### src/rtl/assert_macros.svh
// Assertion macros shared by the upsampler RTL.
`ifndef ASSERT_MACROS_SVH
`define ASSERT_MACROS_SVH

// Same-cycle implication, sampled on clk, off during rst.
`define ASSERT_IMPL(label, ante, cons) \
  label: assert property (@(posedge clk) disable iff (rst) (ante) |-> (cons)) \
    else $error("same-cycle check failed");

// Next-cycle implication, sampled on clk, off during rst.
`define ASSERT_NEXT(label, ante, cons) \
  label: assert property (@(posedge clk) disable iff (rst) (ante) |=> (cons)) \
    else $error("next-cycle check failed");

`endif

### src/rtl/wsu_pkg.sv
// Types, constants and coefficient table of the windowed-sinc upsampler.
`timescale 1ns / 1ps
package wsu_pkg;

  localparam int MAX_FACTOR   = 6;
  localparam int HALF_SPAN    = 4;
  localparam int MIN_LENGTH   = 10;
  localparam int NUM_CELLS    = MIN_LENGTH;
  localparam int RESET_FACTOR = 4;
  localparam int FRAC_BITS    = 14;

  localparam int SMP_W     = 16;
  localparam int OUT_W     = 18;
  localparam int COEF_W    = 16;
  localparam int ACC_W     = SMP_W + COEF_W + 2;
  localparam int F_W       = 3;
  localparam int A_W       = 8;
  localparam int K_W       = A_W - 1;
  localparam int LEAD_W    = $clog2(MIN_LENGTH);
  localparam int SEEN_W    = $clog2(MIN_LENGTH + 1);
  localparam int CNT_W     = $clog2(NUM_CELLS);
  localparam int TAB_COLS  = HALF_SPAN * MAX_FACTOR + 1;
  localparam int TAB_IDX_W = $clog2(TAB_COLS);

  typedef struct packed {
    logic signed [SMP_W-1:0] sample_in;
    logic                    last_in;
  } wsu_in_t;

  typedef struct packed {
    logic signed [OUT_W-1:0] sample_out;
    logic                    last_out;
    logic                    too_short;
  } wsu_out_t;

  // Job travelling down the cell chain: running tap offset and partial sum.
  typedef struct packed {
    logic                    valid;
    logic                    last;
    logic                    err;
    logic [F_W-1:0]          f;
    logic signed [A_W-1:0]   a;
    logic signed [ACC_W-1:0] acc;
  } wsu_tag_t;

  // Window control from the sequencer to every cell.
  typedef struct packed {
    logic shift;
    logic clear;
  } wsu_ctrl_t;

  typedef enum logic [1:0] {
    ST_IDLE,
    ST_ISSUE,
    ST_DRAIN
  } wsu_state_t;

  localparam logic signed [COEF_W-1:0] CZ = '0;

  // Row f-1 holds the Q2.14 kernel sampled at k/f, k = 0..4f, zero beyond.
  localparam logic signed [COEF_W-1:0] COEF_TAB [MAX_FACTOR][TAB_COLS] = '{
    '{16'sd16384, CZ, CZ, CZ, CZ, CZ, CZ, CZ, CZ, CZ, CZ, CZ, CZ,
      CZ, CZ, CZ, CZ, CZ, CZ, CZ, CZ, CZ, CZ, CZ, CZ},
    '{16'sd16384, 16'sd9960, CZ, -16'sd2213, CZ, 16'sd398, CZ, 16'sd203, CZ,
      CZ, CZ, CZ, CZ, CZ, CZ, CZ, CZ, CZ, CZ, CZ, CZ, CZ, CZ, CZ, CZ},
    '{16'sd16384, 16'sd13276, 16'sd6238, CZ, -16'sd2389, -16'sd1529, CZ,
      16'sd509, 16'sd207, CZ, 16'sd133, 16'sd206, CZ,
      CZ, CZ, CZ, CZ, CZ, CZ, CZ, CZ, CZ, CZ, CZ, CZ},
    '{16'sd16384, 16'sd14583, 16'sd9960, 16'sd4427, CZ, -16'sd2177,
      -16'sd2213, -16'sd1111, CZ, 16'sd492, 16'sd398, 16'sd121, CZ,
      16'sd86, 16'sd203, 16'sd177, CZ, CZ, CZ, CZ, CZ, CZ, CZ, CZ, CZ},
    '{16'sd16384, 16'sd15215, 16'sd12040, 16'sd7733, 16'sd3399, CZ,
      -16'sd1933, -16'sd2403, -16'sd1840, -16'sd859, CZ, 16'sd449,
      16'sd483, 16'sd285, 16'sd78, CZ, 16'sd59, 16'sd167, 16'sd215,
      16'sd151, CZ, CZ, CZ, CZ, CZ},
    '{16'sd16384, 16'sd15566, 16'sd13276, 16'sd9960, 16'sd6238, 16'sd2747,
      CZ, -16'sd1719, -16'sd2389, -16'sd2213, -16'sd1529, -16'sd696, CZ,
      16'sd406, 16'sd509, 16'sd398, 16'sd207, 16'sd54, CZ, 16'sd43,
      16'sd133, 16'sd203, 16'sd206, 16'sd130, CZ}
  };

  function automatic logic signed [COEF_W-1:0] wsu_coef(
    input logic [F_W-1:0] f,
    input logic [K_W-1:0] k
  );
    logic signed [COEF_W-1:0] c;
    c = CZ;
    if ((f != '0) && (f <= F_W'(MAX_FACTOR)) && (k < K_W'(TAB_COLS))) begin
      c = COEF_TAB[f - 1'b1][k[TAB_IDX_W-1:0]];
    end
    return c;
  endfunction

endpackage

### src/rtl/wsu_seq.sv
// Sequencer: plans the blocks for each sample and issues one job per output.
`timescale 1ns / 1ps
`include "assert_macros.svh"
module wsu_seq (
  input  logic                   clk,
  input  logic                   rst,
  input  logic                   en,
  input  logic                   smp_valid,
  input  logic                   last_in,
  input  logic [wsu_pkg::F_W-1:0] factor,
  output logic                   smp_stall,
  output wsu_pkg::wsu_ctrl_t     ctrl,
  output wsu_pkg::wsu_tag_t      job
);
  import wsu_pkg::*;

  wsu_state_t              state;
  wsu_state_t              state_next;
  logic [SEEN_W-1:0]       seen;
  logic [SEEN_W-1:0]       seen_inc;
  logic                    flag;
  logic [LEAD_W-1:0]       lead;
  logic [LEAD_W-1:0]       lead_end;
  logic [F_W-1:0]          phase;
  logic [F_W-1:0]          fct;
  logic                    last_q;
  logic                    err_q;
  logic [CNT_W-1:0]        cnt;
  logic                    accept;
  logic                    has_jobs;
  logic                    final_job;
  logic                    drain_done;
  logic [LEAD_W+F_W-1:0]   lead_off;
  wsu_tag_t                job_next;

  always_comb begin
    accept     = smp_valid && (state == ST_IDLE);
    seen_inc   = (seen < SEEN_W'(MIN_LENGTH)) ? seen + 1'b1 : seen;
    has_jobs   = flag || (seen_inc == SEEN_W'(MIN_LENGTH)) || last_in;
    final_job  = err_q || ((phase == fct - 1'b1) && (lead == lead_end));
    drain_done = (cnt == CNT_W'(NUM_CELLS - 1));
    lead_off   = {{F_W{1'b0}}, lead} * {{LEAD_W{1'b0}}, fct};
  end

  // next state
  always_comb begin
    state_next = state;
    case (state)
      ST_IDLE: begin
        if (accept && has_jobs) state_next = ST_ISSUE;
      end
      ST_ISSUE: begin
        if (en && final_job) state_next = ST_DRAIN;
      end
      ST_DRAIN: begin
        if (en && drain_done) state_next = ST_IDLE;
      end
      default: state_next = ST_IDLE;
    endcase
  end

  // outputs
  always_comb begin
    smp_stall      = (state != ST_IDLE);
    ctrl.shift     = accept;
    ctrl.clear     = (state == ST_DRAIN) && en && drain_done && last_q;
    job_next       = '0;
    job_next.valid = (state == ST_ISSUE);
    job_next.last  = final_job && last_q;
    job_next.err   = err_q;
    job_next.f     = fct;
    job_next.a     = A_W'(phase) - A_W'(lead_off);
    job_next.acc   = '0;
  end

  always_ff @(posedge clk) begin
    if (rst) begin
      state     <= ST_IDLE;
      seen      <= '0;
      flag      <= 1'b0;
      cnt       <= '0;
      job.valid <= 1'b0;
    end else begin
      state <= state_next;
      if (accept) begin
        seen     <= seen_inc;
        if (seen_inc == SEEN_W'(MIN_LENGTH)) flag <= 1'b1;
        lead     <= flag ? LEAD_W'(HALF_SPAN) : LEAD_W'(MIN_LENGTH - 1);
        lead_end <= last_in ? '0 : LEAD_W'(HALF_SPAN);
        phase    <= '0;
        fct      <= factor;
        last_q   <= last_in;
        err_q    <= !flag && (seen_inc != SEEN_W'(MIN_LENGTH)) && last_in;
      end
      if ((state == ST_ISSUE) && en) begin
        if (phase == fct - 1'b1) begin
          phase <= '0;
          lead  <= lead - 1'b1;
        end else begin
          phase <= phase + 1'b1;
        end
      end
      if (state == ST_DRAIN) begin
        if (en) cnt <= cnt + 1'b1;
      end else begin
        cnt <= '0;
      end
      if (en) job <= job_next;
      if (ctrl.clear) begin
        seen <= '0;
        flag <= 1'b0;
      end
    end
  end

  `ASSERT_NEXT(a_last_issues, accept && last_in, state == ST_ISSUE)
  `ASSERT_IMPL(a_idle_no_job, state == ST_IDLE, !job.valid)

endmodule

### config.mk
export PLATFORM = sky130hd
export DESIGN_NAME = wsu_seq
export DESIGN_NICKNAME = d
export VERILOG_FILES = /design/src/rtl/wsu_pkg.sv /design/src/rtl/wsu_seq.sv
export VERILOG_INCLUDE_DIRS = /design/src /design/src/rtl
export SDC_FILE = /design/constraint.sdc
export NUM_CORES = 1
export LEC_CHECK = 0
export BUFFER_PORTS_ARGS = -buffer_cell sky130_fd_sc_hd__buf_2
export CAP_MARGIN = 20
export CORE_ASPECT_RATIO = 1.5
export CORE_MARGIN = 2
export CORE_UTILIZATION = 40
export CTS_CLUSTER_DIAMETER = 100
export DETAILED_ROUTE_END_ITERATION = 8
export PLACE_DENSITY = 0.67
export SLEW_MARGIN = 10
export SYNTH_ARGS = -nofsm -noshare
export SYNTH_HDL_FRONTEND = slang
export SYNTH_SLANG_ARGS = --single-unit
### constraint.sdc
create_clock -name clk -period 5.65 [get_ports clk]
set_input_delay 1.4125 -clock clk [delete_from_list [all_inputs] [get_ports clk]]
set_output_delay 1.4125 -clock clk [all_outputs]
set_load 0.02 [all_outputs]
==> run summary <==
Status - completed
Compound-Gate Fraction of Synth Area - 9.73%
H-Tree Depth - 2
Final-report hold violation count - 0
Post-route setup slack - 1820 ps
Die height - 100 um
RR Endpoint - job[39]$_DFFE_PP_
WS Path Type - in -> out
RSZ-0062 raised after global routing - no
Leak - 1.13 nW
Setup TNS Final - 0 ps
CP arrival - 2420 ps
Cells after DPL - 340
Synth Flop Type - edfxtp_1
TritonCTS Sinks - 38
Core area - 0.00609 sq mm
First-pass GRT wire length - 6.60 mm
Synth Area per Inst - 10.1 sq um
Remaining antenna violation count after routing - 0
Die area - 0.00686 sq mm
Top-Level Pins - 59
Hold Path Cell Cnt - 2
Sequential fraction of the synthesis area - 41.1%
CP Launch Type - input port
Tot GR Track Use - 12.7%
Chip width - 68.3 um
Synth cell types - 51
Filler Cells Inserted - 605
Worst VDD drop - 180 uV
Period Utilization, post-route - 67.8%
Pwr Density - 277 mW/mm^2
Post-synthesis register bit count - 38
DRC - 0
Top cell by count, worst path - buf_2
Number of buffers created by CTS - 5
Clock Skews - 9.34 ps
CTS Buffer Depth - 2
Port Buffers - 24
CTS tree - built
Hold WC Path Type - reg -> reg
Max-capacitance violation count - 0
RD Place Congestion - 0.779
N_diodes - 0
Area of the mapped netlist - 0.00248 sq mm
Overall power - 0.736 mW
Critical-path maximum fanout - 10
Proportion of synthesized area in mux cells - 1.01%
Endpoints failing setup - 0
Critical-path cell list - buf_2 -> or3b_2 -> clkinv_1 -> buf_2
Clock transition at path regs - 80 ps
Ys async rst share - 0%
# rows - 35
Maximum number of pins on one net before global-route repair - 14
Synth Area in XOR/XNOR - 5.19%
CTS Root Buffer Type - clkbuf_8
Initial Utilization - 40.8%
Finished Layout Cells - 349
Initial antenna violation count - 0
CP endpoint kind - primary output
DR pass1 iterations - 4
Worst slack, placed - 1810 ps
Crit-path slowest cell - or3b_2
Total gr overflow - 0
YS warnings - 0
P&R area growth vs syn - 7.16%
Vias in the first global route - 1526
Worst-Skew Late Latency - 300 ps
Via-to-Cell Ratio - 4.72
Syn Inst Count - 246
Number of synthesized flops with an enable pin - 26
Final wirelength - 3.82 mm
Reg2Reg Depth - 9
Post-synthesis simple-gate area fraction - 16.4%
Hold Crit Start - job[47]$_SDFFE_PP0P_
F_max - 261 MHz
Largest family of logic cells by synthesized area - simple AND/OR/NAND/NOR gates
Routed wire per std cell - 10.9 um
WHS Endpoint - job[47]$_SDFFE_PP0P_
Ratio of cells with drive above 1 in the final layout - 16.0%
Crit-path max cell delay - 520 ps
Critical Path RT - 4240 ps
Final min period - 3830 ps
Via count - 1647
Setup bufs post-CTS - 0
Layout net count - 304
Pins over their slew limit - 0
Final HPWL DP - 3.02 mm
Drt initial violations - 50
Hold Buf Count CTS - 0
R2R Setup Slk - 2840 ps
Least-Margin Pin Slew - 606 ps
PostCTS Resize Cnt - 0
Adder-cell share of the synthesized area - 12.0%
R2R Path Start - lead[0]$_DFFE_PN_
Slew HR - 59.5%
## area by class of cell
cell class              count  area (sq um)  share of cell area [%]
multi-input cells         181          1230                    46.2
flip-flops and latches     38          1020                    38.4
repair buffers             25           128                    4.80
clock buffers               6          93.8                    3.53
well taps                  74          92.6                    3.48
inverters                  23          86.3                    3.25
clock inverters             2          10.0                   0.376
## cell usage after synthesis (all sizes together) (2+ instances only)
| master | number | area (sq um) |
|---|---|---|
| nor4 | 2 | 27.5 |
| nand3b | 3 | 22.5 |
| edfxtp | 26 | 781 |
| nand2b | 2 | 12.5 |
| and2 | 4 | 27.5 |
| nor2 | 21 | 78.8 |
| nand4b | 2 | 17.5 |
| a211oi | 2 | 15.0 |
| a21oi | 10 | 50.1 |
| or2 | 3 | 18.8 |
| a31oi | 2 | 12.5 |
| xor2 | 6 | 52.6 |
| fa | 3 | 60.1 |
| nand3 | 6 | 30.0 |
| a21boi | 2 | 15.0 |
| nand2 | 14 | 52.6 |
| nor3 | 8 | 40.0 |
| o21ai | 5 | 25.0 |
| nor2b | 3 | 18.8 |
| ha | 19 | 238 |
| a311oi | 2 | 17.5 |
| dfxtp | 12 | 240 |
| buf | 35 | 263 |
| xnor2 | 6 | 52.6 |
| inv | 22 | 82.6 |
| and4b | 2 | 20.0 |
| clkbuf | 2 | 7.51 |
## layer usage
layer,track usage (%),vias up,routed length (um)
li1,-,846,-
met1,14.5,762,1550
met2,21.7,32,2040
met3,2.68,7,144
met4,6.46,0,87
met5,0,-,0
## state kept, by name (all words and copies together) (netlist names)
register / cells
phase: 3
job: 14
last_q: 1
lead: 4
state: 2
seen: 4
flag: 1
cnt: 4
lead_end: 1
err_q: 1
fct: 3
## logic make-up after synthesis
kind of cell,after synthesis
compound gates,35
simple gates,75
fa+ha+maj,22
flops,38
buf+inv,60
xor+xnor,13
other cells,1
mux,2
## critical path, delay by kind of cell
kind,cells,cell delay [ps]
simple gates,1,520
buf+inv,3,480
## layout by cell type, fill, tap and decap left out, types with 2 or more instances in the layout
cell type and n:
nor3_1 8, a31oi_1 2, a211oi_1 2, a21boi_0 2
nand3_1 6, or2_2 3, buf_2 24, inv_1 22
fa_1 3, ha_1 19, nand2b_1 2, xnor2_1 6
clkbuf_8 5, xor2_1 6, nor2_1 21, edfxtp_1 26
o21ai_0 5, nand4b_1 2, conb_1 34, a311oi_1 2
a21oi_1 10, clkinv_2 2, dfxtp_1 12, and4b_1 2
nand2_1 14, and2_2 2, nand3b_1 3, nor2b_1 3
and2_1 2
## power breakdown
| group | total [mW] | switching (mW) | leakage (nW) | internal [mW] |
|---|---|---|---|---|
| Clock | 0.208 | 0.0964 | 0.0561 | 0.112 |
| Sequential | 0.337 | 0.0127 | 0.341 | 0.325 |
| Combinational | 0.190 | 0.118 | 0.734 | 0.0727 |
| Total | 0.736 | 0.227 | 1.13 | 0.509 |
## worst max-delay path by stage
stage / depth (start not counted) / from / to
detailed placement: 4 / smp_valid / ctrl[1]
floorplan: 4 / smp_valid / ctrl[1]
global placement: 4 / smp_valid / ctrl[1]
finish: 4 / smp_valid / ctrl[1]
CTS: 4 / smp_valid / ctrl[1]
global route: 4 / smp_valid / ctrl[1]
## through the flow
step                hold WS (ps)  instance area [sq um]  utilization (%)
global placement             475                   2550             41.8
global route                 507                   2660             43.7
detailed placement           472                   2550             41.8
floorplan                    427                   2610                -
CTS                          486                   2650             43.6
finish                       475                   2660             43.7
(Power assumes the default switching activity.)
