===== config.mk =====
export PLATFORM = sky130hd
export DESIGN_NAME = wsu_cell
export DESIGN_NICKNAME = d
export VERILOG_FILES = /design/src/rtl/assert_macros.svh /design/src/rtl/wsu_pkg.sv /design/src/rtl/wsu_cell.sv
export SDC_FILE = /design/constraint.sdc
export NUM_CORES = 1
export LEC_CHECK = 0
export ABC_CLOCK_PERIOD_IN_PS = 7750
export BUFFER_PORTS_ARGS = -buffer_cell sky130_fd_sc_hd__buf_2
export CAP_MARGIN = 10
export CORE_AREA = 3 3 204 206
export DETAILED_ROUTE_END_ITERATION = 10
export DIE_AREA = 0 0 207 209
export GPL_TIMING_DRIVEN = 0
export PLACE_DENSITY = 0.57
export SETUP_SLACK_MARGIN = 0.1
export SLEW_MARGIN = 25
export SYNTH_ARGS = -nofsm -noshare
export SYNTH_HDL_FRONTEND = slang
export SYNTH_SLANG_ARGS = --single-unit

===== constraint.sdc =====
create_clock -name clk -period 7.75 [get_ports clk]
set_input_delay 0.3875 -clock clk [delete_from_list [all_inputs] [get_ports clk]]
set_output_delay 0.3875 -clock clk [all_outputs]
set_load 0.1 [all_outputs]

===== src/rtl/assert_macros.svh =====
// Assertion macros shared by the upsampler RTL.
`ifndef ASSERT_MACROS_SVH
`define ASSERT_MACROS_SVH

// Same-cycle implication, sampled on clk, off during rst.
`define ASSERT_IMPL(label, ante, cons) \
  label: assert property (@(posedge clk) disable iff (rst) (ante) |-> (cons)) \
    else $error("same-cycle check failed");

// Next-cycle implication, sampled on clk, off during rst.
`define ASSERT_NEXT(label, ante, cons) \
  label: assert property (@(posedge clk) disable iff (rst) (ante) |=> (cons)) \
    else $error("next-cycle check failed");

`endif


===== src/rtl/wsu_pkg.sv =====
// Types, constants and coefficient table of the windowed-sinc upsampler.
`timescale 1ns / 1ps
package wsu_pkg;

  localparam int MAX_FACTOR   = 6;
  localparam int HALF_SPAN    = 4;
  localparam int MIN_LENGTH   = 10;
  localparam int NUM_CELLS    = MIN_LENGTH;
  localparam int RESET_FACTOR = 4;
  localparam int FRAC_BITS    = 14;

  localparam int SMP_W     = 16;
  localparam int OUT_W     = 18;
  localparam int COEF_W    = 16;
  localparam int ACC_W     = SMP_W + COEF_W + 2;
  localparam int F_W       = 3;
  localparam int A_W       = 8;
  localparam int K_W       = A_W - 1;
  localparam int LEAD_W    = $clog2(MIN_LENGTH);
  localparam int SEEN_W    = $clog2(MIN_LENGTH + 1);
  localparam int CNT_W     = $clog2(NUM_CELLS);
  localparam int TAB_COLS  = HALF_SPAN * MAX_FACTOR + 1;
  localparam int TAB_IDX_W = $clog2(TAB_COLS);

  typedef struct packed {
    logic signed [SMP_W-1:0] sample_in;
    logic                    last_in;
  } wsu_in_t;

  typedef struct packed {
    logic signed [OUT_W-1:0] sample_out;
    logic                    last_out;
    logic                    too_short;
  } wsu_out_t;

  // Job travelling down the cell chain: running tap offset and partial sum.
  typedef struct packed {
    logic                    valid;
    logic                    last;
    logic                    err;
    logic [F_W-1:0]          f;
    logic signed [A_W-1:0]   a;
    logic signed [ACC_W-1:0] acc;
  } wsu_tag_t;

  // Window control from the sequencer to every cell.
  typedef struct packed {
    logic shift;
    logic clear;
  } wsu_ctrl_t;

  typedef enum logic [1:0] {
    ST_IDLE,
    ST_ISSUE,
    ST_DRAIN
  } wsu_state_t;

  localparam logic signed [COEF_W-1:0] CZ = '0;

  // Row f-1 holds the Q2.14 kernel sampled at k/f, k = 0..4f, zero beyond.
  localparam logic signed [COEF_W-1:0] COEF_TAB [MAX_FACTOR][TAB_COLS] = '{
    '{16'sd16384, CZ, CZ, CZ, CZ, CZ, CZ, CZ, CZ, CZ, CZ, CZ, CZ,
      CZ, CZ, CZ, CZ, CZ, CZ, CZ, CZ, CZ, CZ, CZ, CZ},
    '{16'sd16384, 16'sd9960, CZ, -16'sd2213, CZ, 16'sd398, CZ, 16'sd203, CZ,
      CZ, CZ, CZ, CZ, CZ, CZ, CZ, CZ, CZ, CZ, CZ, CZ, CZ, CZ, CZ, CZ},
    '{16'sd16384, 16'sd13276, 16'sd6238, CZ, -16'sd2389, -16'sd1529, CZ,
      16'sd509, 16'sd207, CZ, 16'sd133, 16'sd206, CZ,
      CZ, CZ, CZ, CZ, CZ, CZ, CZ, CZ, CZ, CZ, CZ, CZ},
    '{16'sd16384, 16'sd14583, 16'sd9960, 16'sd4427, CZ, -16'sd2177,
      -16'sd2213, -16'sd1111, CZ, 16'sd492, 16'sd398, 16'sd121, CZ,
      16'sd86, 16'sd203, 16'sd177, CZ, CZ, CZ, CZ, CZ, CZ, CZ, CZ, CZ},
    '{16'sd16384, 16'sd15215, 16'sd12040, 16'sd7733, 16'sd3399, CZ,
      -16'sd1933, -16'sd2403, -16'sd1840, -16'sd859, CZ, 16'sd449,
      16'sd483, 16'sd285, 16'sd78, CZ, 16'sd59, 16'sd167, 16'sd215,
      16'sd151, CZ, CZ, CZ, CZ, CZ},
    '{16'sd16384, 16'sd15566, 16'sd13276, 16'sd9960, 16'sd6238, 16'sd2747,
      CZ, -16'sd1719, -16'sd2389, -16'sd2213, -16'sd1529, -16'sd696, CZ,
      16'sd406, 16'sd509, 16'sd398, 16'sd207, 16'sd54, CZ, 16'sd43,
      16'sd133, 16'sd203, 16'sd206, 16'sd130, CZ}
  };

  function automatic logic signed [COEF_W-1:0] wsu_coef(
    input logic [F_W-1:0] f,
    input logic [K_W-1:0] k
  );
    logic signed [COEF_W-1:0] c;
    c = CZ;
    if ((f != '0) && (f <= F_W'(MAX_FACTOR)) && (k < K_W'(TAB_COLS))) begin
      c = COEF_TAB[f - 1'b1][k[TAB_IDX_W-1:0]];
    end
    return c;
  endfunction

endpackage


===== src/rtl/wsu_cell.sv =====
// One window cell: holds a sample and adds its tap to the passing partial sum.
`timescale 1ns / 1ps
module wsu_cell (
  input  logic                              clk,
  input  logic                              rst,
  input  logic                              en,
  input  wsu_pkg::wsu_ctrl_t                ctrl,
  input  logic signed [wsu_pkg::SMP_W-1:0]  sample_prev,
  output logic signed [wsu_pkg::SMP_W-1:0]  sample,
  input  wsu_pkg::wsu_tag_t                 tag_prev,
  output wsu_pkg::wsu_tag_t                 tag
);
  import wsu_pkg::*;

  logic signed [A_W-1:0]          abs_a;
  logic signed [COEF_W-1:0]       coef;
  logic signed [SMP_W+COEF_W-1:0] prod;
  wsu_tag_t                       tag_next;

  always_comb begin
    abs_a    = tag_prev.a[A_W-1] ? -tag_prev.a : tag_prev.a;
    coef     = wsu_coef(tag_prev.f, abs_a[K_W-1:0]);
    prod     = sample * coef;
    tag_next = tag_prev;
    // offset to the next cell grows by one input spacing
    tag_next.a   = tag_prev.a + A_W'(tag_prev.f);
    tag_next.acc = tag_prev.acc + ACC_W'(prod);
  end

  always_ff @(posedge clk) begin
    if (rst) begin
      sample <= '0;
    end else if (ctrl.clear) begin
      sample <= '0;
    end else if (ctrl.shift) begin
      sample <= sample_prev;
    end
  end

  always_ff @(posedge clk) begin
    if (rst) begin
      tag.valid <= 1'b0;
    end else if (en) begin
      tag <= tag_next;
    end
  end

endmodule


==> results.tsv, run 1 <==
stage	metric	value	unit
run_status	status	finished with violations	
run_status	violated checks	setup timing	
synth	area leader, netlist	fa_1	
synth	number of synthesized register bits	64	
synth	largest cells by area after synthesis	fa_1, edfxtp_1, ha_1	
timing	period utilization	100.4	%
power	cell internal pwr	0.001089	W
worst_setup_path	critical path endpoint category	register	
synth	Post-Syn Area per Cell	9.212	sq um
drt	routed vias	13450	
place	port bufs	128	
worst_setup_path	Critical Path AT	7880	ps
synth	ys async rst share	0	%
floorplanning	IO Count	133	
timing	Max-slew headroom	50.52	%
global_route	overall global routing resource usage	24.43	%
power	P per Cell Area	95.56	mW/mm^2
clocking	clock sinks	64	
drt	ANT nets after route	0	
floorplanning	Die Width	207	um
layout	Fillers	3808	
worst_setup_path	maximum fanout along the worst path	5	
clocking	CTS tree	done	
synth	EDFF count, synth	47	
clocking	Root Buffer	clkbuf_16	
timing	Final Hold Viols	0	
place	Post-Place Setup Slack	-1781	ps
synth	Synth top cells by count	inv_1, fa_1, nand2_1, ha_1, and2_1	
power	sw frac	43.52	%
drt	DRC Markers	0	
floorplanning	area of the core	0.03982	sq mm
drt	1st-pass router iterations	8	
clocking	total CTS buffers	9	
clocking	Max clock buf depth	2	
global_route	number of global-route vias before repair	14490	
synth	most numerous cell in the Yosys netlist	inv_1	
layout	Area growth syn-to-layout	27.40	%
timing	Final Max Slew Viols	0	
global_route	first-pass GRT wire length	82110	um
synth	Syn Nets	2206	
synth	top_reg_cell synth	edfxtp_1	
clocking	clock-pin slew on the worst setup and hold paths	60	ps
timing	Final min period	7779	ps
clocking	Clk Latency, worst-skew pair	360	ps
global_route	largest net degree at the start of global routing	25	
worst_setup_path	slowest stage delay, CP	510	ps
power	clock share of power	25.3	%
synth	sequential fraction of the synthesis area	11.06	%
min_path	Tightest Hold Check Type	in -> reg	
layout	fin cells	2504	
synth	YS warnings	0	
worst_setup_path	worst path required time	7850	ps
power	worst vdd ir	0.0001042	V
drt	drt wl/cell	20.85	um
drt	vias per inst	5.373	
timing	fmax	128.6	MHz
timing	Finish-stage setup viols	4	
floorplanning	Placement Rows	73	
worst_setup_path	Crit-path slowest cell	fa_1	
timing	Layout Skew	7.014	ps
worst_setup_path	Worst path most repeated cell	fa_1	
power	Flop pwr share	21.4	%
floorplanning	die footprint	0.04326	sq mm
power	Leakage Power	9.817	nW
place	GP Congestion	0.9338	
place	detailed placer's ending HPWL	40990	um
layout	area of the multi-input gates	0.01363	sq mm
worst_setup_path	CP Class	in -> reg	
layout	Core Util, Final	50.68	%
global_route	initial antenna violation count	1	
power	combinational power share	53.3	%
run	max-cap violation count	0	
power	total power	0.001929	W
power	NetSw	0.0008394	W
synth	Synth Instances	1720	
layout	share of cells above drive strength 1	27.92	%
worst_setup_path	critical path launch point type	primary input	
timing	unrepaired setup endpoints after global routing	yes	
drt	number of DRC markers in iteration 0	930	
place	DP Cell Count	2375	
timing	setup TNS	-63.11	ps
global_route	Congestion Overflow GR	0	
clocking	htree depth	3	
floorplanning	Die Y	209	um
timing	Final WS setup	-28.75	ps
drt	routed wire length	52210	um
floorplanning	Initial Utilization	39.79	%
synth	synth unique cells	80	
layout	Net count, final	2458	
synth	Cell Area, Synth	0.01584	sq mm
synth	Synth top area share	38.66	%
timing	Worst Tran Pin Value	741.3	ps
layout	register area	0.001752	sq mm
==> area by class of cell <==
cell class | count | area share, %
tap | 525 | 3.254
sequential | 64 | 8.678
timing repair buffer | 243 | 8.523
clock buffer | 9 | 1.116
antenna | 2 | 0.02480
clock inverter | 7 | 0.5889
inverter | 341 | 6.478
buffer | 94 | 3.794
multi-input combinational | 1219 | 67.54
==> worst max-delay path: cells and delay by family <==
kind	cells	cell delay [ps]
buf+inv	13	1290
xor+xnor	2	310
fa+ha+maj	8	3330
compound gates	11	2130
simple gates	3	410
==> through the flow <==
stage | instance area (sq um) | hold WS (ps)
after floorplan | 16160 | 459.9
after global placement | 17450 | 472.0
after detailed placement | 17520 | 495.2
after CTS | 19500 | 182.0
after global routing | 20180 | 189.9
final | 20180 | 201.7
==> power by group through the flow <==
stage | clock [W] | sequential (W) | combinational, W
4_1_cts | 0.000500 | 0.000412 | 0.000965
3_5_place_dp | 0 | 0.000419 | 0.000798
3_3_place_gp | 0 | 0.000420 | 0.000797
5_1_grt | 0.000512 | 0.000414 | 0.00110
2_1_floorplan | 0 | 0.000565 | 0.000429
6_report | 0.000488 | 0.000412 | 0.00103
==> kinds of logic (layout without fill, tap and decap cells) <==
group | count (synthesis) | count (layout) | synth area share, %
simple gates | 460 | 460 | 14.72
buf+inv | 437 | 694 | 10.90
fa+ha+maj | 417 | 417 | 47.43
compound gates | 265 | 265 | 11.14
flops | 64 | 64 | 11.06
xor+xnor | 52 | 52 | 3.088
mux | 25 | 25 | 1.666
other cells | 0 | 2 | 0
==> per-layer routing <==
layer	wire [um]	up-vias	global-route usage [%]	share of wire [%]
met4	2326	0	9.644	4.5
met2	25460	471	41.70	49
met5	0	-	0	0
met3	3219	119	4.759	6.2
li1	-	6032	-	-
met1	21200	6832	30.65	41
==> what timing repair did <==
action                                  4_1_cts  5_1_grt
hold buffers                                  0        0
buffers inserted                             75       34
endpoints found under the setup margin       24       19
pin swaps                                    82       84
gates cloned                                  4        0
gates resized for setup                     233      125
==> final timing paths <==
| kind | to | slack, ps | start | cells past startpoint |
|---|---|---|---|---|
| hold reg to reg | tag[47] | 520 | tag[47] | 2 |
| hold / removal | tag[46] | 200 | tag_prev[46] | 1 |
| setup / recovery | tag[30] | -30 | tag_prev[42] | 37 |
| setup reg to reg | tag[27] | 1180 | sample[15] | 19 |
==> state kept, by name, indices dropped and copies added, names as in the netlist <==
name	cells
sample	16
tag	48
==> placed cells by master, fill, tap and decap left out, drive strengths merged, types with 4 or more instances in the layout <==
cell type    n
inv        338
fa         306
buf        284
nand2      116
ha         111
and2        95
nor2        80
a21oi       64
clkbuf      61
and3        60
o21ai       59
nand3       48
edfxtp      47
xnor2       38
nor3        25
a21o        24
mux2i       23
a211oi      19
dfxtp       17
xor2        14
a31oi       13
o211ai       9
a311oi       9
or2          8
nor2b        8
o21a         7
o31ai        7
nand2b       7
o221ai       6
o311ai       4
clkinv       4
(Power assumes the default switching activity.)
==> run 2: changes to the inputs <==
--- a/config.mk
+++ b/config.mk
@@ -8,11 +8,12 @@
 export ABC_CLOCK_PERIOD_IN_PS = 7750
 export BUFFER_PORTS_ARGS = -buffer_cell sky130_fd_sc_hd__buf_2
 export CAP_MARGIN = 10
-export CORE_AREA = 3 3 204 206
+export CORE_AREA = 3 3 173 242
 export DETAILED_ROUTE_END_ITERATION = 10
-export DIE_AREA = 0 0 207 209
+export DIE_AREA = 0 0 176 245
 export GPL_TIMING_DRIVEN = 0
 export PLACE_DENSITY = 0.57
+export REMOVE_ABC_BUFFERS = 1
 export SETUP_SLACK_MARGIN = 0.1
 export SLEW_MARGIN = 25
 export SYNTH_ARGS = -nofsm -noshare
==> run 2 against run 1 <==
Compared with the run above: the flow now finishes without violations; wire length fell by 6.1%; utilization fell by 0.88 points; via count fell by 1.2%; flip-flop and latch count did not move; largest cell class unchanged; clock skew rose by 9.6 ps.
==> results.tsv, run 2 (same netlist as run 1, synthesis figures left out) <==
stage	metric	value	unit
run_status	status	completed	
timing	Final Hold Viols	0	
place	port bufs	132	
floorplanning	Die Y	245	um
global_route	initial antenna violation count	2	
drt	ANT nets after route	0	
drt	DRC Markers	0	
worst_setup_path	maximum fanout along the worst path	6	
layout	commonest non-fill, non-tap cell in the layout	inv_1	
timing	WHS	195.7	ps
power	total power	0.001859	W
worst_setup_path	Critical Path AT	7770	ps
global_route	largest net degree at the start of global routing	40	
power	NetSw	0.0008409	W
worst_setup_path	Crit-path slowest cell	fa_2	
global_route	Congestion Overflow GR	0	
drt	vias per inst	5.440	
floorplanning	Placement Rows	86	
worst_setup_path	slowest stage delay, CP	590	ps
layout	Net count, final	2394	
timing	Final min period	7663	ps
power	Flop pwr share	22.5	%
timing	Layout Skew	16.64	ps
timing	Worst Tran Pin Value	940.3	ps
timing	Finish-stage setup viols	0	
global_route	number of global-route vias before repair	14400	
floorplanning	Die Width	176	um
layout	register area	0.001752	sq mm
layout	number of flip-flops in the largest register	48	
clocking	htree depth	3	
clocking	CTS tree	done	
power	combinational power share	53.5	%
worst_setup_path	Worst path most repeated cell	fa_1	
worst_setup_path	critical path launch point type	primary input	
power	sw frac	45.23	%
power	Leakage Power	9.706	nW
clocking	total CTS buffers	9	
min_path	Tightest Hold Check Type	in -> reg	
floorplanning	Initial Utilization	39.90	%
worst_setup_path	CP Class	in -> reg	
run	max-cap violation count	0	
worst_setup_path	worst path required time	7860	ps
drt	1st-pass router iterations	6	
timing	unrepaired setup endpoints after global routing	yes	
global_route	first-pass GRT wire length	77560	um
floorplanning	die footprint	0.04312	sq mm
clocking	clock sinks	64	
clocking	Max clock buf depth	2	
drt	routed vias	13290	
layout	Area growth syn-to-layout	24.80	%
timing	fmax	130.5	MHz
clocking	Clk Latency, worst-skew pair	370	ps
drt	routed wire length	49040	um
timing	Max-slew headroom	37.23	%
worst_setup_path	number of cells on the worst reg-to-reg path	21	
clocking	clock-pin slew on the worst setup and hold paths	60	ps
power	cell internal pwr	0.001018	W
timing	Final Max Slew Viols	0	
layout	share of cells above drive strength 1	24.46	%
clocking	Root Buffer	clkbuf_16	
layout	Top reg by flops	tag	
layout	area of the multi-input gates	0.01353	sq mm
floorplanning	IO Count	133	
timing	period utilization	98.87	%
drt	drt wl/cell	20.07	um
worst_setup_path	critical path endpoint category	register	
global_route	overall global routing resource usage	23.19	%
layout	Fillers	3724	
floorplanning	area of the core	0.03971	sq mm
place	detailed placer's ending HPWL	34720	um
layout	most frequent cells in the layout	inv_1, fa_1, buf_2	
min_path	hold path depth	1	
power	P per Cell Area	94.01	mW/mm^2
drt	number of DRC markers in iteration 0	871	
layout	Regs by FF count	tag x48, sample x16	
place	GP Congestion	0.8809	
power	worst vdd ir	0.0001159	V
power	clock share of power	23.9	%
## run 2: area by class of cell
type                            count  area share (%)
Timing Repair Buffer              266           11.12
Tap cell                          528           3.341
Clock inverter                      6          0.3417
Sequential cell                    64           8.859
Timing Repair inverter              1         0.02531
Antenna cell                        2         0.02531
Inverter                          341           6.676
Clock buffer                       10           1.209
Multi-Input combinational cell   1225           68.41
## run 2: power by group through the flow
stage / registers (W) / logic [W] / clock network (W)
final: 0.000419 / 0.000995 / 0.000445
after global routing: 0.000422 / 0.00106 / 0.000473
after CTS: 0.000419 / 0.000914 / 0.000463
after detailed placement: 0.000426 / 0.000775 / 0
after global placement: 0.000427 / 0.000719 / 0
after floorplan: 0.000569 / 0.000367 / 0
## run 2: worst max-delay path: cells and delay by family
family / cells / cell delay, ps
adders and majority gates: 8 / 3490
AOI/OAI and AO/OA: 10 / 2100
buffers and inverters: 9 / 880
and+or+nand+nor: 2 / 300
xor gates and xnor gates: 2 / 370
muxes: 1 / 230
## run 2: stage by stage
step / util [%] / instances / setup TNS [ps] / instance area, sq um / worst slack [ps]
after floorplan: - / 1624 / -48160 / 15400 / -2524
after global placement: 42.11 / 2284 / -201210 / 16720 / -8115
after detailed placement: 43.32 / 2303 / -82430 / 17200 / -4285
after CTS: 47.86 / 2395 / 0 / 19000 / 101.4
after global routing: 49.80 / 2443 / -500.0 / 19770 / -100.5
final: 49.80 / 2443 / 0 / 19770 / 87.20
## run 2: path summary, 6_finish.rpt
path | slack (ps) | endpoint | from
worst min register to register | 510 | tag[47] | tag[47]
worst min-delay path | 200 | tag[45] | tag_prev[45]
worst max-delay path | 90 | tag[27] | tag_prev[43]
worst max register to register | 1160 | tag[27] | sample[15]
## run 2: what timing repair did
item	in CTS	in global routing
setup buffers	63	44
hold buffers	0	0
resized for setup	141	110
pin swaps	53	58
gates cloned	13	2
setup endpoints to repair	29	18
## run 2: layer usage
layer	routed length (um)	track usage (%)	up-vias
li1	-	-	5911
met3	3090	3.234	165
met2	25780	42.14	535
met4	2598	11.98	0
met5	0	0	-
met1	17560	26.28	6679
==> run 3: changes to the inputs <==
--- a/config.mk
+++ b/config.mk
@@ -8,11 +8,11 @@
 export ABC_CLOCK_PERIOD_IN_PS = 7750
 export BUFFER_PORTS_ARGS = -buffer_cell sky130_fd_sc_hd__buf_2
 export CAP_MARGIN = 10
-export CORE_AREA = 3 3 173 242
+export CORE_AREA = 3 3 145 204
 export DETAILED_ROUTE_END_ITERATION = 10
-export DIE_AREA = 0 0 176 245
+export DIE_AREA = 0 0 148 207
 export GPL_TIMING_DRIVEN = 0
-export PLACE_DENSITY = 0.57
+export PLACE_DENSITY = 0.77
 export REMOVE_ABC_BUFFERS = 1
 export SETUP_SLACK_MARGIN = 0.1
 export SLEW_MARGIN = 25
==> run 3 against run 2 <==
Compared with the run above: the flow now finishes with violations (setup timing); flip-flop and latch count unchanged; non-clock buffer count up 10; critical path depth down 2; maximum frequency down 4.8%; largest power group unchanged; total power up 1.8%.
==> results.tsv, run 3 (same netlist as run 1, synthesis figures left out) <==
stage	metric	value	unit
run_status	status	finished with violations	
run_status	violated checks	setup timing	
timing	Layout Skew	11.19	ps
drt	vias per inst	6.232	
worst_setup_path	r2r endpoint	tag[32]	
layout	Top reg by flops	tag	
min_path	Tightest Hold Check Type	in -> reg	
clocking	htree depth	3	
layout	commonest non-fill, non-tap cell in the layout	inv_1	
clocking	Max clock buf depth	2	
drt	ANT nets after route	0	
place	DP Cell Count	2143	
worst_setup_path	r2r startpoint	sample[15]	
clocking	clock-pin slew on the worst setup and hold paths	60	ps
worst_setup_path	worst setup path endpoint	tag[23]	
timing	WHS	201.6	ps
layout	Fillers	1996	
worst_setup_path	CP Class	in -> reg	
clocking	clock sinks	64	
drt	routed wire length	51780	um
global_route	largest net degree at the start of global routing	40	
timing	Final Max Slew Viols	0	
floorplanning	Initial Utilization	56.32	%
drt	1st-pass router iterations	7	
layout	Regs by FF count	tag x48, sample x16	
worst_setup_path	Critical Path AT	8120	ps
floorplanning	die footprint	0.03064	sq mm
clocking	Clk Latency, worst-skew pair	370	ps
layout	Net count, final	2406	
layout	register area	0.001752	sq mm
timing	Final min period	8051	ps
global_route	initial antenna violation count	7	
worst_setup_path	worst setup path start	tag_prev[43]	
clocking	Root Buffer	clkbuf_16	
timing	Worst Tran Pin Value	990.0	ps
drt	routed vias	14370	
layout	fin cells	2306	
run	max-cap violation count	0	
worst_setup_path	maximum fanout along the worst path	16	
power	worst vdd ir	0.00009467	V
power	Leakage Power	9.741	nW
layout	Core Util, Final	69.45	%
layout	number of flip-flops in the largest register	48	
layout	area of the multi-input gates	0.01347	sq mm
clocking	CTS tree	done	
timing	Finish-stage setup viols	15	
timing	period utilization	103.9	%
worst_setup_path	critical path launch point type	primary input	
worst_setup_path	slowest stage delay, CP	650	ps
floorplanning	Die Width	148	um
place	placed inst area	0.01691	sq mm
power	P per Cell Area	96.89	mW/mm^2
floorplanning	Die Y	207	um
worst_setup_path	Crit-path slowest cell	o21ai_0	
global_route	overall global routing resource usage	32.62	%
clocking	total CTS buffers	9	
timing	unrepaired setup endpoints after global routing	yes	
timing	Final WS setup	-300.5	ps
floorplanning	IO Count	133	
worst_setup_path	worst path required time	7820	ps
layout	most frequent cells in the layout	inv_1, fa_1, buf_2	
clocking	hold buffer count at cts	0	
timing	fmax	124.2	MHz
drt	DRC Markers	0	
min_path	hold path start	tag_prev[46]	
timing	Max-slew headroom	33.91	%
place	detailed placer's ending HPWL	33180	um
worst_setup_path	critical path endpoint category	register	
global_route	first-pass GRT wire length	78090	um
global_route	number of global-route vias before repair	15000	
layout	Area growth syn-to-layout	23.32	%
drt	drt wl/cell	22.45	um
worst_setup_path	Worst R2R Setup Slack	1030	ps
layout	Design Area, Final	0.01954	sq mm
place	Post-Place Setup Slack	-3828	ps
layout	share of cells above drive strength 1	24.26	%
worst_setup_path	Worst path most repeated cell	fa_1	
floorplanning	area of the core	0.02813	sq mm
global_route	Congestion Overflow GR	0	
place	port bufs	132	
timing	Final Hold Viols	0	
floorplanning	Placement Rows	73	
worst_setup_path	number of cells on the worst reg-to-reg path	19	
drt	number of DRC markers in iteration 0	1921	
place	GP Congestion	0.9402	
==> run 3: where the power goes <==
part,internal [W],switching [W],leakage [nW]
Combinational,0.000372,0.000661,9.02
Sequential,0.000398,0.0000214,0.579
Clock,0.000252,0.000190,0.139
Total,0.00102,0.000872,9.74
==> run 3: metal layers <==
metal / GRT usage [%] / up-vias / wire length (um)
met5: 0 / - / 9
met2: 55.94 / 1051 / 25490
li1: - / 5943 / -
met1: 36.42 / 6962 / 16400
met3: 7.133 / 414 / 5287
met4: 20.78 / 2 / 4587
==> run 3: stage by stage <==
step / TNS (ps) / power [W]
global placement: -184090 / 0.001123
floorplan: -48160 / 0.0009364
finish: -2894 / 0.001893
global route: -5947 / 0.001959
detailed placement: -76850 / 0.001173
CTS: 0 / 0.001783
==> run 3: cell type report <==
type,count,share of cell area [%]
multi-input cells,1227,68.92
repair buffers,276,11.30
flip-flops and latches,64,8.965
inverters,341,6.756
well taps,375,2.401
clock buffers,9,1.153
clock inverters,7,0.4034
diodes,6,0.07684
repair inverters,1,0.02561
==> run 3: worst min-delay path by stage <==
stage	end	cells past startpoint
floorplan	tag[47]	1
global placement	tag[47]	2
detailed placement	tag[47]	2
CTS	tag[45]	1
global route	tag[45]	1
finish	tag[46]	1
==> run 3: what timing repair did <==
item	in CTS	in global routing
pin swaps	44	54
resized for setup	143	71
endpoints found under the hold margin	0	0
buffers inserted	73	52
endpoints found under the setup margin	30	21
gates cloned	14	2
==> run 3: critical path: cells and delay by family <==
family	cells	cell delay [ps]
and+or+nand+nor	5	920
AOI/OAI and AO/OA	9	2080
adders and majority gates	8	3630
buffers and inverters	7	900
xor gates and xnor gates	1	160
